### src/tmo_pkg.sv
// Shared types, constants, microcode table and helper functions for the 3x-1 checker.
package tmo_pkg;

    localparam int ITER_W = 128;
    localparam int PC_W   = 2;

    localparam logic [63:0] WIDE_LIMIT     = 64'd6000000000000000000;
    localparam logic [63:0] KNOWN_CEILING  = 64'd136;
    localparam logic [15:0] STEP_CAP_RESET = 16'd4000;

    typedef logic [ITER_W-1:0] t_iter;
    typedef logic [PC_W-1:0]   t_pc;

    typedef enum logic [2:0] {
        OUT_DROPPED   = 3'd0,
        OUT_KNOWN_HIT = 3'd1,
        OUT_RETURNED  = 3'd2,
        OUT_NEW_CYCLE = 3'd3,
        OUT_STEP_CAP  = 3'd4
    } t_outcome;

    typedef enum logic [2:0] {
        OP_NONE,
        OP_LOAD,
        OP_MAP,
        OP_TEST,
        OP_EMIT
    } t_op;

    typedef enum logic [1:0] {
        CND_ALWAYS,
        CND_NO_INPUT,
        CND_RUNNING,
        CND_OUT_BUSY
    } t_cond;

    typedef struct packed {
        t_op   op;
        t_cond cond;
        t_pc   target;
    } t_uword;

    // one-cycle datapath strobes decoded from the current control word
    typedef struct packed {
        logic load;
        logic map;
        logic test;
        logic emit;
    } t_ctl;

    typedef struct packed {
        logic running;
    } t_stat;

    typedef struct packed {
        t_outcome    outcome;
        logic [16:0] steps;
        logic        wide;
        logic [16:0] most;
        logic [63:0] peak_upper;
        logic [63:0] peak_lower;
        logic [63:0] failures;
        logic [63:0] cycle_total;
        logic [63:0] wide_total;
    } t_result;

    localparam t_pc PC_WAIT = 2'd0;
    localparam t_pc PC_MAP  = 2'd1;
    localparam t_pc PC_TEST = 2'd2;
    localparam t_pc PC_EMIT = 2'd3;

    // Control store: jump to target when the condition holds, else fall through.
    function automatic t_uword ucode(t_pc pc);
        t_uword w;
        case (pc)
            PC_WAIT: w = '{op: OP_LOAD, cond: CND_NO_INPUT, target: PC_WAIT};
            PC_MAP:  w = '{op: OP_MAP,  cond: CND_ALWAYS,   target: PC_TEST};
            PC_TEST: w = '{op: OP_TEST, cond: CND_RUNNING,  target: PC_MAP};
            PC_EMIT: w = '{op: OP_EMIT, cond: CND_OUT_BUSY, target: PC_EMIT};
            default: w = '{op: OP_NONE, cond: CND_ALWAYS,   target: PC_WAIT};
        endcase
        return w;
    endfunction

    // members of the three known cycles, all at or below 136
    function automatic logic known_member(logic [7:0] v);
        logic k;
        case (v)
            8'd1, 8'd5, 8'd7, 8'd10, 8'd17, 8'd25, 8'd34, 8'd37,
            8'd41, 8'd55, 8'd61, 8'd68, 8'd82, 8'd91, 8'd136: k = 1'b1;
            default: k = 1'b0;
        endcase
        return k;
    endfunction

endpackage

### src/three_x_minus_one_trajectory_check.sv
// Top level of the 3x-1 trajectory checker: sequencer, datapath and output register.
//
// Accepts one odd start value per beat and runs the shortcut map g(v) = v/2 (even),
// (3v-1)/2 (odd) on a 128-bit iterate that wraps, until the iterate drops below the
// start, returns to it, lands on a known cycle member, or runs past i_cfg_wdata's
// step cap (reset 4000). One result beat follows each start, carrying the outcome,
// the step count, a wide-final flag, the running maximum step count, the running
// peak iterate and running totals of failures, new cycles and wide finals. A small
// microcode program sequences the work: each map step is a map state, which advances
// the iterate through the adder, followed by a test state, which compares it against
// the peak and the stop rules, so a start passes through accept, one map/test pair
// per step, and emit. The next start is taken as soon as the previous result has
// been moved into the output register, even while that result is still stalled.
// Write the step cap only while no start is in flight.
module three_x_minus_one_trajectory_check import tmo_pkg::*; (
    input  logic        i_clk,
    input  logic        i_rst_n,
    input  logic        i_cfg_we,
    input  logic [15:0] i_cfg_wdata,
    input  logic        i_in_valid,
    output logic        o_in_stall,
    input  logic [63:0] i_start_value,
    output logic        o_out_valid,
    input  logic        i_out_stall,
    output logic [2:0]  o_outcome,
    output logic [16:0] o_steps_taken,
    output logic        o_final_is_wide,
    output logic [16:0] o_most_steps_so_far,
    output logic [63:0] o_peak_upper,
    output logic [63:0] o_peak_lower,
    output logic [63:0] o_failures_so_far,
    output logic [63:0] o_new_cycles_so_far,
    output logic [63:0] o_wide_so_far
);

    t_ctl    w_ctl;
    t_stat   w_stat;
    t_result w_result;
    logic    w_in_ready;
    logic    w_out_busy;

    logic    r_out_valid;
    t_result r_out;

    // output register holds a stalled result; emit waits only while it is occupied
    assign w_out_busy = r_out_valid && i_out_stall;
    assign o_in_stall = !w_in_ready;

    tmo_sequencer u_seq (
        .i_clk      (i_clk),
        .i_rst_n    (i_rst_n),
        .i_in_valid (i_in_valid),
        .i_out_busy (w_out_busy),
        .i_stat     (w_stat),
        .o_ctl      (w_ctl),
        .o_in_ready (w_in_ready)
    );

    tmo_datapath u_dp (
        .i_clk         (i_clk),
        .i_rst_n       (i_rst_n),
        .i_ctl         (w_ctl),
        .i_start_value (i_start_value),
        .i_cfg_we      (i_cfg_we),
        .i_cfg_wdata   (i_cfg_wdata),
        .o_stat        (w_stat),
        .o_result      (w_result)
    );

    // advance valid on emit, drop it once the beat is taken
    always_ff @(posedge i_clk) begin
        if (!i_rst_n) begin
            r_out_valid <= 1'b0;
        end else if (w_ctl.emit) begin
            r_out_valid <= 1'b1;
        end else if (!i_out_stall) begin
            r_out_valid <= 1'b0;
        end
    end

    always_ff @(posedge i_clk) begin
        if (w_ctl.emit) begin
            r_out <= w_result;
        end
    end

    assign o_out_valid         = r_out_valid;
    assign o_outcome           = r_out.outcome;
    assign o_steps_taken       = r_out.steps;
    assign o_final_is_wide     = r_out.wide;
    assign o_most_steps_so_far = r_out.most;
    assign o_peak_upper        = r_out.peak_upper;
    assign o_peak_lower        = r_out.peak_lower;
    assign o_failures_so_far   = r_out.failures;
    assign o_new_cycles_so_far = r_out.cycle_total;
    assign o_wide_so_far       = r_out.wide_total;

`ifndef SYNTHESIS
    a_steps_consistent: assert property (@(posedge i_clk) disable iff (!i_rst_n)
        o_out_valid |-> ((o_steps_taken != 17'd0) && (o_most_steps_so_far >= o_steps_taken)))
        else $error("result step counts inconsistent");
`endif

endmodule

### src/tmo_sequencer.sv
// Microcode sequencer: program counter, control store lookup and conditional jumps.
module tmo_sequencer import tmo_pkg::*; (
    input  logic  i_clk,
    input  logic  i_rst_n,
    input  logic  i_in_valid,
    input  logic  i_out_busy,
    input  t_stat i_stat,
    output t_ctl  o_ctl,
    output logic  o_in_ready
);

    t_pc    r_pc;
    t_pc    n_pc;
    t_uword w_uw;
    logic   w_jump;

    assign w_uw = ucode(r_pc);

    always_comb begin
        case (w_uw.cond)
            CND_ALWAYS:   w_jump = 1'b1;
            CND_NO_INPUT: w_jump = !i_in_valid;
            CND_RUNNING:  w_jump = i_stat.running;
            CND_OUT_BUSY: w_jump = i_out_busy;
            default:      w_jump = 1'b1;
        endcase
    end

    always_comb begin
        n_pc = w_jump ? w_uw.target : r_pc + t_pc'(1);
    end

    always_comb begin
        o_ctl.load = (w_uw.op == OP_LOAD) && i_in_valid;
        o_ctl.map  = (w_uw.op == OP_MAP);
        o_ctl.test = (w_uw.op == OP_TEST);
        o_ctl.emit = (w_uw.op == OP_EMIT) && !i_out_busy;
    end

    assign o_in_ready = (w_uw.op == OP_LOAD);

    always_ff @(posedge i_clk) begin
        if (!i_rst_n) begin
            r_pc <= PC_WAIT;
        end else begin
            r_pc <= n_pc;
        end
    end

`ifndef SYNTHESIS
    a_one_strobe: assert property (@(posedge i_clk) disable iff (!i_rst_n)
        $onehot0({o_ctl.load, o_ctl.map, o_ctl.test, o_ctl.emit}))
        else $error("more than one datapath strobe active");
    a_load_to_map: assert property (@(posedge i_clk) disable iff (!i_rst_n)
        o_ctl.load |=> o_ctl.map)
        else $error("accepted start not followed by a map step");
`endif

endmodule

### src/tmo_datapath.sv
// Datapath: iterate, step count, peak, stop tests, totals and the step cap register.
module tmo_datapath import tmo_pkg::*; (
    input  logic        i_clk,
    input  logic        i_rst_n,
    input  t_ctl        i_ctl,
    input  logic [63:0] i_start_value,
    input  logic        i_cfg_we,
    input  logic [15:0] i_cfg_wdata,
    output t_stat       o_stat,
    output t_result     o_result
);

    t_iter       r_iter;
    t_iter       r_peak;
    logic [63:0] r_start;
    logic [16:0] r_count;
    logic [16:0] r_max;
    logic [63:0] r_fail_total;
    logic [63:0] r_new_total;
    logic [63:0] r_wide_total;
    logic [15:0] r_step_cap;
    t_outcome    r_outcome;

    t_iter       w_triple;
    t_iter       n_iter;
    logic [63:0] w_lo;
    logic        w_upper_zero;
    logic        w_drop;
    logic        w_ret;
    logic        w_hit;
    logic        w_cap;
    logic        w_start_known;
    t_outcome    n_outcome;
    logic        w_wide;
    logic [16:0] n_max;
    logic [127:0] w_peak_ext;

    // one map step: triple mod 2^ITER_W when odd, then halve
    assign w_triple = r_iter + (r_iter << 1);
    assign n_iter   = r_iter[0] ? (w_triple >> 1) : (r_iter >> 1);

    assign w_lo          = r_iter[63:0];
    assign w_upper_zero  = ((r_iter >> 64) == '0);
    assign w_start_known = (r_start <= KNOWN_CEILING) && known_member(r_start[7:0]);

    assign w_drop = w_upper_zero && (w_lo < r_start);
    assign w_ret  = w_upper_zero && (w_lo == r_start);
    assign w_hit  = w_upper_zero && (w_lo <= KNOWN_CEILING) && known_member(w_lo[7:0]);
    assign w_cap  = r_count > {1'b0, r_step_cap};

    always_comb begin
        if (w_drop) begin
            n_outcome = OUT_DROPPED;
        end else if (w_ret) begin
            n_outcome = w_start_known ? OUT_RETURNED : OUT_NEW_CYCLE;
        end else if (w_hit) begin
            n_outcome = OUT_KNOWN_HIT;
        end else begin
            n_outcome = OUT_STEP_CAP;
        end
    end

    assign o_stat.running = !(w_drop || w_ret || w_hit || w_cap);

    assign w_wide     = !w_upper_zero || (w_lo > WIDE_LIMIT);
    assign n_max      = (r_count > r_max) ? r_count : r_max;
    assign w_peak_ext = 128'(r_peak);

    always_comb begin
        o_result.outcome     = r_outcome;
        o_result.steps       = r_count;
        o_result.wide        = w_wide;
        o_result.most        = n_max;
        o_result.peak_upper  = w_peak_ext[127:64];
        o_result.peak_lower  = w_peak_ext[63:0];
        o_result.failures    = r_fail_total + 64'(r_outcome == OUT_STEP_CAP);
        o_result.cycle_total = r_new_total + 64'(r_outcome == OUT_NEW_CYCLE);
        o_result.wide_total  = r_wide_total + 64'(w_wide);
    end

    // payload: start, iterate, count, outcome
    always_ff @(posedge i_clk) begin
        if (i_ctl.load) begin
            r_start <= i_start_value;
            r_iter  <= ITER_W'(i_start_value);
            r_count <= '0;
        end else if (i_ctl.map) begin
            r_iter  <= n_iter;
            r_count <= r_count + 17'd1;
        end
        if (i_ctl.test) begin
            r_outcome <= n_outcome;
        end
    end

    // running state since reset
    always_ff @(posedge i_clk) begin
        if (!i_rst_n) begin
            r_peak       <= '0;
            r_max        <= '0;
            r_fail_total <= '0;
            r_new_total  <= '0;
            r_wide_total <= '0;
            r_step_cap   <= STEP_CAP_RESET;
        end else begin
            if (i_cfg_we) begin
                r_step_cap <= i_cfg_wdata;
            end
            if (i_ctl.test && (r_iter > r_peak)) begin
                r_peak <= r_iter;
            end
            if (i_ctl.emit) begin
                r_max        <= n_max;
                r_fail_total <= o_result.failures;
                r_new_total  <= o_result.cycle_total;
                r_wide_total <= o_result.wide_total;
            end
        end
    end

`ifndef SYNTHESIS
    a_count_bounded: assert property (@(posedge i_clk) disable iff (!i_rst_n)
        i_ctl.test |-> (r_count <= ({1'b0, r_step_cap} + 17'd1)))
        else $error("step count ran past the cap");
    a_peak_monotone: assert property (@(posedge i_clk) disable iff (!i_rst_n)
        i_rst_n |=> (r_peak >= $past(r_peak)))
        else $error("running peak decreased");
`endif

endmodule
### config.mk
export PLATFORM = sky130hd
export DESIGN_NAME = three_x_minus_one_trajectory_check
export DESIGN_NICKNAME = d
export VERILOG_FILES = /design/src/tmo_pkg.sv /design/src/three_x_minus_one_trajectory_check.sv /design/src/tmo_sequencer.sv /design/src/tmo_datapath.sv
export SDC_FILE = /design/constraint.sdc
export NUM_CORES = 2
export LEC_CHECK = 0
export BUFFER_PORTS_ARGS = -buffer_cell sky130_fd_sc_hd__buf_2
export CAP_MARGIN = 25
export CORE_UTILIZATION = 55
export DETAILED_ROUTE_END_ITERATION = 10
export MAX_ROUTING_LAYER = met4
export PLACE_DENSITY_LB_ADDON = 0.05
export SYNTH_ARGS = -nofsm -noshare
export SYNTH_HDL_FRONTEND = slang
export SYNTH_SLANG_ARGS = --single-unit
export TNS_END_PERCENT = 100
### constraint.sdc
create_clock -name i_clk -period 14.15 [get_ports i_clk]
set_clock_uncertainty 0.1 [all_clocks]
set_input_delay 2.83 -clock i_clk [delete_from_list [all_inputs] [get_ports i_clk]]
set_output_delay 2.83 -clock i_clk [all_outputs]
set_load 0.03 [all_outputs]
# ---- Word level (Yosys, flattened, before mapping)
# Index checks and enable logic that the tools add are counted.
dict set report totals {
  in_bits 85
  reg_bits 923
  out_inout_bits 360
  romBits 0
  ramBits 0
  n_memories 0
  elab_cells 117
  latchBits 0
}
dict set report classes {
  muxes 14
  n_bitwise 0
  n_lt_le_gt_ge 7
  multipliers 0
  div 0
  reduce_logical 24
  n_eq_ne 44
  addsub 6
  n_shift 0
}
# operator count
set op_table {}
lappend op_table {{adder 64 x 1 -> 64 bit} 3}
lappend op_table {{adder 127 x 128 -> 128 bit} 1}
lappend op_table {{<= comparator 64 x 8 -> 1 bit, second input constant} 2}
lappend op_table {{logical NOT 128 bit} 1}
lappend op_table {{two-way mux 64 bit} 2}
lappend op_table {{> comparator 127 bit} 1}
lappend op_table {{two-way mux 127 bit} 1}
lappend op_table {{== test 8 x 6 -> 1 bit, second input constant} 10}
lappend op_table {{== test 64 bit} 1}
lappend op_table {{> comparator 64 x 63 -> 1 bit, second input constant} 1}
lappend op_table {{< comparator 64 bit} 1}
lappend op_table {{== test 8 x 7 -> 1 bit, second input constant} 6}
lappend op_table {{== test 8 x 3 -> 1 bit, second input constant} 4}
lappend op_table {{== test 8 x 5 -> 1 bit, second input constant} 4}
lappend op_table {{OR reduction 15 bit} 2}
lappend op_table {{case mux 7 bit (4 select lines)} 1}
lappend op_table {{adder 17 x 1 -> 17 bit, second input constant} 1}
lappend op_table {{> comparator 17 x 16 -> 1 bit} 1}
lappend op_table {{> comparator 17 bit} 1}
lappend op_table {{two-way mux 17 bit} 1}
lappend op_table {{== test 8 x 1 -> 1 bit, second input constant} 2}
lappend op_table {{== test 8 x 4 -> 1 bit, second input constant} 2}
lappend op_table {{== test 8 bit, second input constant} 2}
lappend op_table {{== test 3 x 2 -> 1 bit, second input constant} 3}
lappend op_table {{other kinds (15)} 41}

# ---- Depth between registers and ports, before layout
dict set report depth {
  depth_word 9
  depth_mapped 28
  depth_no_buf 27
}

# ---- Cells and area by module
# From an unflattened synthesis, not the netlist that was laid out.
dict set report unflattened {
  cells_unflattened 5708
  hier_area_um2 53815.4
}
# module area_per_inst_um2 seq_area_each_um2 n_inst cells_each
set by_module_without_submodules {}
lappend by_module_without_submodules {tmo_datapath 42794.8 12582.1 1 5320}
lappend by_module_without_submodules {three_x_minus_one_trajectory_check 10790.3 10770.3 1 362}
lappend by_module_without_submodules {tmo_sequencer 230.2 40.0 1 26}

# ---- Worst setup path before layout
# No wires, ideal clock.
dict set report synth_timing {
  kind {input -> register}
  start {input port i_out_stall}
  end {register u_dp.r_fail_total[36]}
  n_path_buf 2
  stages 8
  t_arrival_ps 14231
  setup_ps 128
  setup_slack_ps -309
  required_time_ps 13922
  path_cell_list {nand2_1 nand2_1 inv_1 clkbuf_1 clkbuf_1 nand2_1 xnor2_1 nor2_1}
}
# item line
set synth_rtl {}
lappend synth_rtl {{from (decl)} three_x_minus_one_trajectory_check.sv:24} ;# input logic i_out_stall,
lappend synth_rtl {{to (signal assigned)} tmo_datapath.sv:114} ;# r_fail_total <= o_result.failures;
lappend synth_rtl {{to (decl)} tmo_datapath.sv:18} ;# logic [63:0] r_fail_total;

==> results.cfg <==
[detailed_routing]
wl_per_cell_um = 20.00
vias = 41300
ant_nets = 0
first_iter_violations = 3078
drc_errors = 0
routed_wl_um = 143500
drtPass1Iterations = 6
avgViaCountPerCell = 5.754

[timing]
rsz0062_at_grt = false
hold_viol_final = 0
worst_hold_slack_ps = 325.8
timing.slew.headroom_pct = 26.47
period_minus_slack_ps = 6187
final.setup.worst_slack_ps = 7963
finalSetupViolations = 0
drv_slew = 0
worst_pin_slew_ps = 1103
fin_crit_sh_pct = 43.72
setup_tns_ps = 0
timing.fmax_ghz = 0.1616

[yosys]
syn-num-nets = 6052
netlist-cell-type-count = 109
ys_ff_latch = 923
ys_seq_area_share_pct = 44.37
synthesis.area_um2 = 52650
synth_ff_type = edfxtp_1
synth_area_leaders = edfxtp_1, dfxtp_1, ha_1
async_flop_share_pct = 0
synth_common_cells = edfxtp_1, ha_1, nand2_1, dfxtp_1, inv_1
synth_edf_count = 488
syn_area_per_cell_um2 = 9.604
synth_cells = 5482
synth_top_cell_by_area = edfxtp_1
synth_top_area_share_pct = 27.83
yosysMostFrequentCell = edfxtp_1
synth_warnings = 0

[floorplanning]
die_x_um = 311.4
dieArea_um2 = 96970
rows = 113
ioPinCount = 445
coreArea_um2 = 94870
start_util_pct = 55.50
die_y_um = 311.4

[pwr]
ir_drop_mv = 0.1504
leakage_nw = 23.72
pwr_density_cell_nw_per_um2 = 198.9

[placed_design]
place_hpwl_um = 106900
gp_routability_congestion = 0.9864
place_ws_ps = 7861
io_buffers = 443
placed_area_um2 = 55820

[worst_setup_path]
rrSetupSlack_ps = 7960
crit_path_top_delay_cell = nor2b_1
path_max_fanout = 9
required_ps = 14670
cp-start-kind = register
cpLargestDelayFamily = simple AND/OR/NAND/NOR gates
crit_arrival_ps = 6710
critPathBufInv = 1
crit_path_end_kind = register
worstSetupPathType = register to register
critPathMaxStageDelay_ps = 550
crit_path_frequent_cell = a21oi_1

[cells_and_area]
area_growth_pct = 12.19
multi_input_comb_area_um2 = 26800
area.sequential_um2 = 23360
fin_util_pct = 62.26
finalInstanceArea_um2 = 59070
finalNetCount = 6394
drive_above_1_share_pct = 12.03
fill_cells = 8190

[cts]
htreeDepth = 3
clk_pin_slew_ps = 60
postCtsSetupBuffers = 0
cts_buffers = 98
cts_hold_buf = 0
cts-root-buf = clkbuf_16
cts_tree = built
cts-resized-gates = 0
cts.sinks = 923
clk_latency_ps = 700
clock_path_buffers = 3

[job]
cap_violations = 0

[hold_path]
hold_path.class = register to register

[grt]
grtUsageMet3_pct = 3.108
grt_max_degree = 199
grt_pass1_wl_um = 221800
top_usage_layer = met2
grt_pass1_vias = 38480
grt_usage_pct = 29.80
antenna_found_initial = 8
grt.met1_usage_pct = 41.03
grt_overflow = 0
use_met2_pct = 46.30

[outcome]
status = complete, no violations
[power breakdown]
group	internal [W]	switching [W]	leakage [nW]	total [W]
clock network	0.00146	0.00109	1.56	0.00255
registers	0.00335	0.000483	7.93	0.00383
logic	0.00188	0.00348	14.2	0.00537
[cells in the final DEF, fill, tap and decap left out, types with 232 or more instances in the layout]
cell / netlist / routed
nor2_1: 401 / 400
edfxtp_1: 488 / 488
xor2_1: 232 / 232
buf_2: 30 / 442
a21oi_1: 348 / 347
nand2_1: 438 / 435
o21ai_0: 286 / 286
ha_1: 484 / 483
nand3_1: 265 / 265
inv_1: 420 / 417
dfxtp_1: 435 / 435
[cell families (layout without fill, tap and decap cells)]
group                    count (synthesis)  after routing  share of synthesized area [%]
adder cells (fa/ha/maj)                485            485                          11.54
multiplexers                            69             69                          1.352
AO/OA/AOI/OAI                         1221           1221                          14.74
buffers and inverters                  657           1083                          4.796
flip-flops                             923            923                          44.37
AND/OR/NAND/NOR                       1668           1668                          15.57
other                                    1              6                       0.007123
XOR/XNOR                               458            458                          7.619
[registers in the layout, summed over array words and instances (netlist names), 16 cells and up]
name,count
u_dp.r_wide_total,64
u_dp.r_max,17
u_dp.r_step_cap,16
u_dp.r_peak,127
o_steps_taken,17
u_dp.r_iter,127
u_dp.r_start,64
o_wide_so_far,64
o_most_steps_so_far,17
o_peak_lower,64
u_dp.r_new_total,64
u_dp.r_fail_total,64
o_failures_so_far,64
o_peak_upper,63
u_dp.r_count,17
o_new_cycles_so_far,64
[worst paths after layout]
kind | depth (start not counted) | to | from
worst min register to register | 0 | o_peak_upper[29]$_DFFE_PP_ | u_dp.r_peak[93]$_SDFFE_PN0P_
worst max register to register | 26 | u_dp.r_wide_total[63]$_SDFFE_PN0P_ | u_dp.r_iter[21]$_DFFE_PP_
worst max-delay path | 26 | u_dp.r_wide_total[63]$_SDFFE_PN0P_ | u_dp.r_iter[21]$_DFFE_PP_
worst min-delay path | 0 | o_peak_upper[29]$_DFFE_PP_ | u_dp.r_peak[93]$_SDFFE_PN0P_
[metal layers]
metal	wire length (um)	vias up
li1	-	20270
met1	66180	19690
met2	65420	1130
met3	7308	212
met4	4640	0
met5	0	-
[final cells by class]
type / count / area share, %
multi-input cells: 3902 / 45.36
flip-flops and latches: 923 / 39.55
clock inverters: 39 / 0.6990
inverters: 422 / 2.716
clock buffers: 145 / 4.709
well taps: 1265 / 2.680
diodes: 5 / 0.02118
repair buffers: 477 / 4.260
[metrics by stage]
stage,power [W],instances
2_1_floorplan,0.007537,5482
3_3_place_gp,0.009140,6987
3_5_place_dp,0.009159,6987
4_1_cts,0.01174,7171
5_1_grt,0.01248,7176
6_report,0.01175,7178
Note: power is estimated with default switching activity, not from simulation.
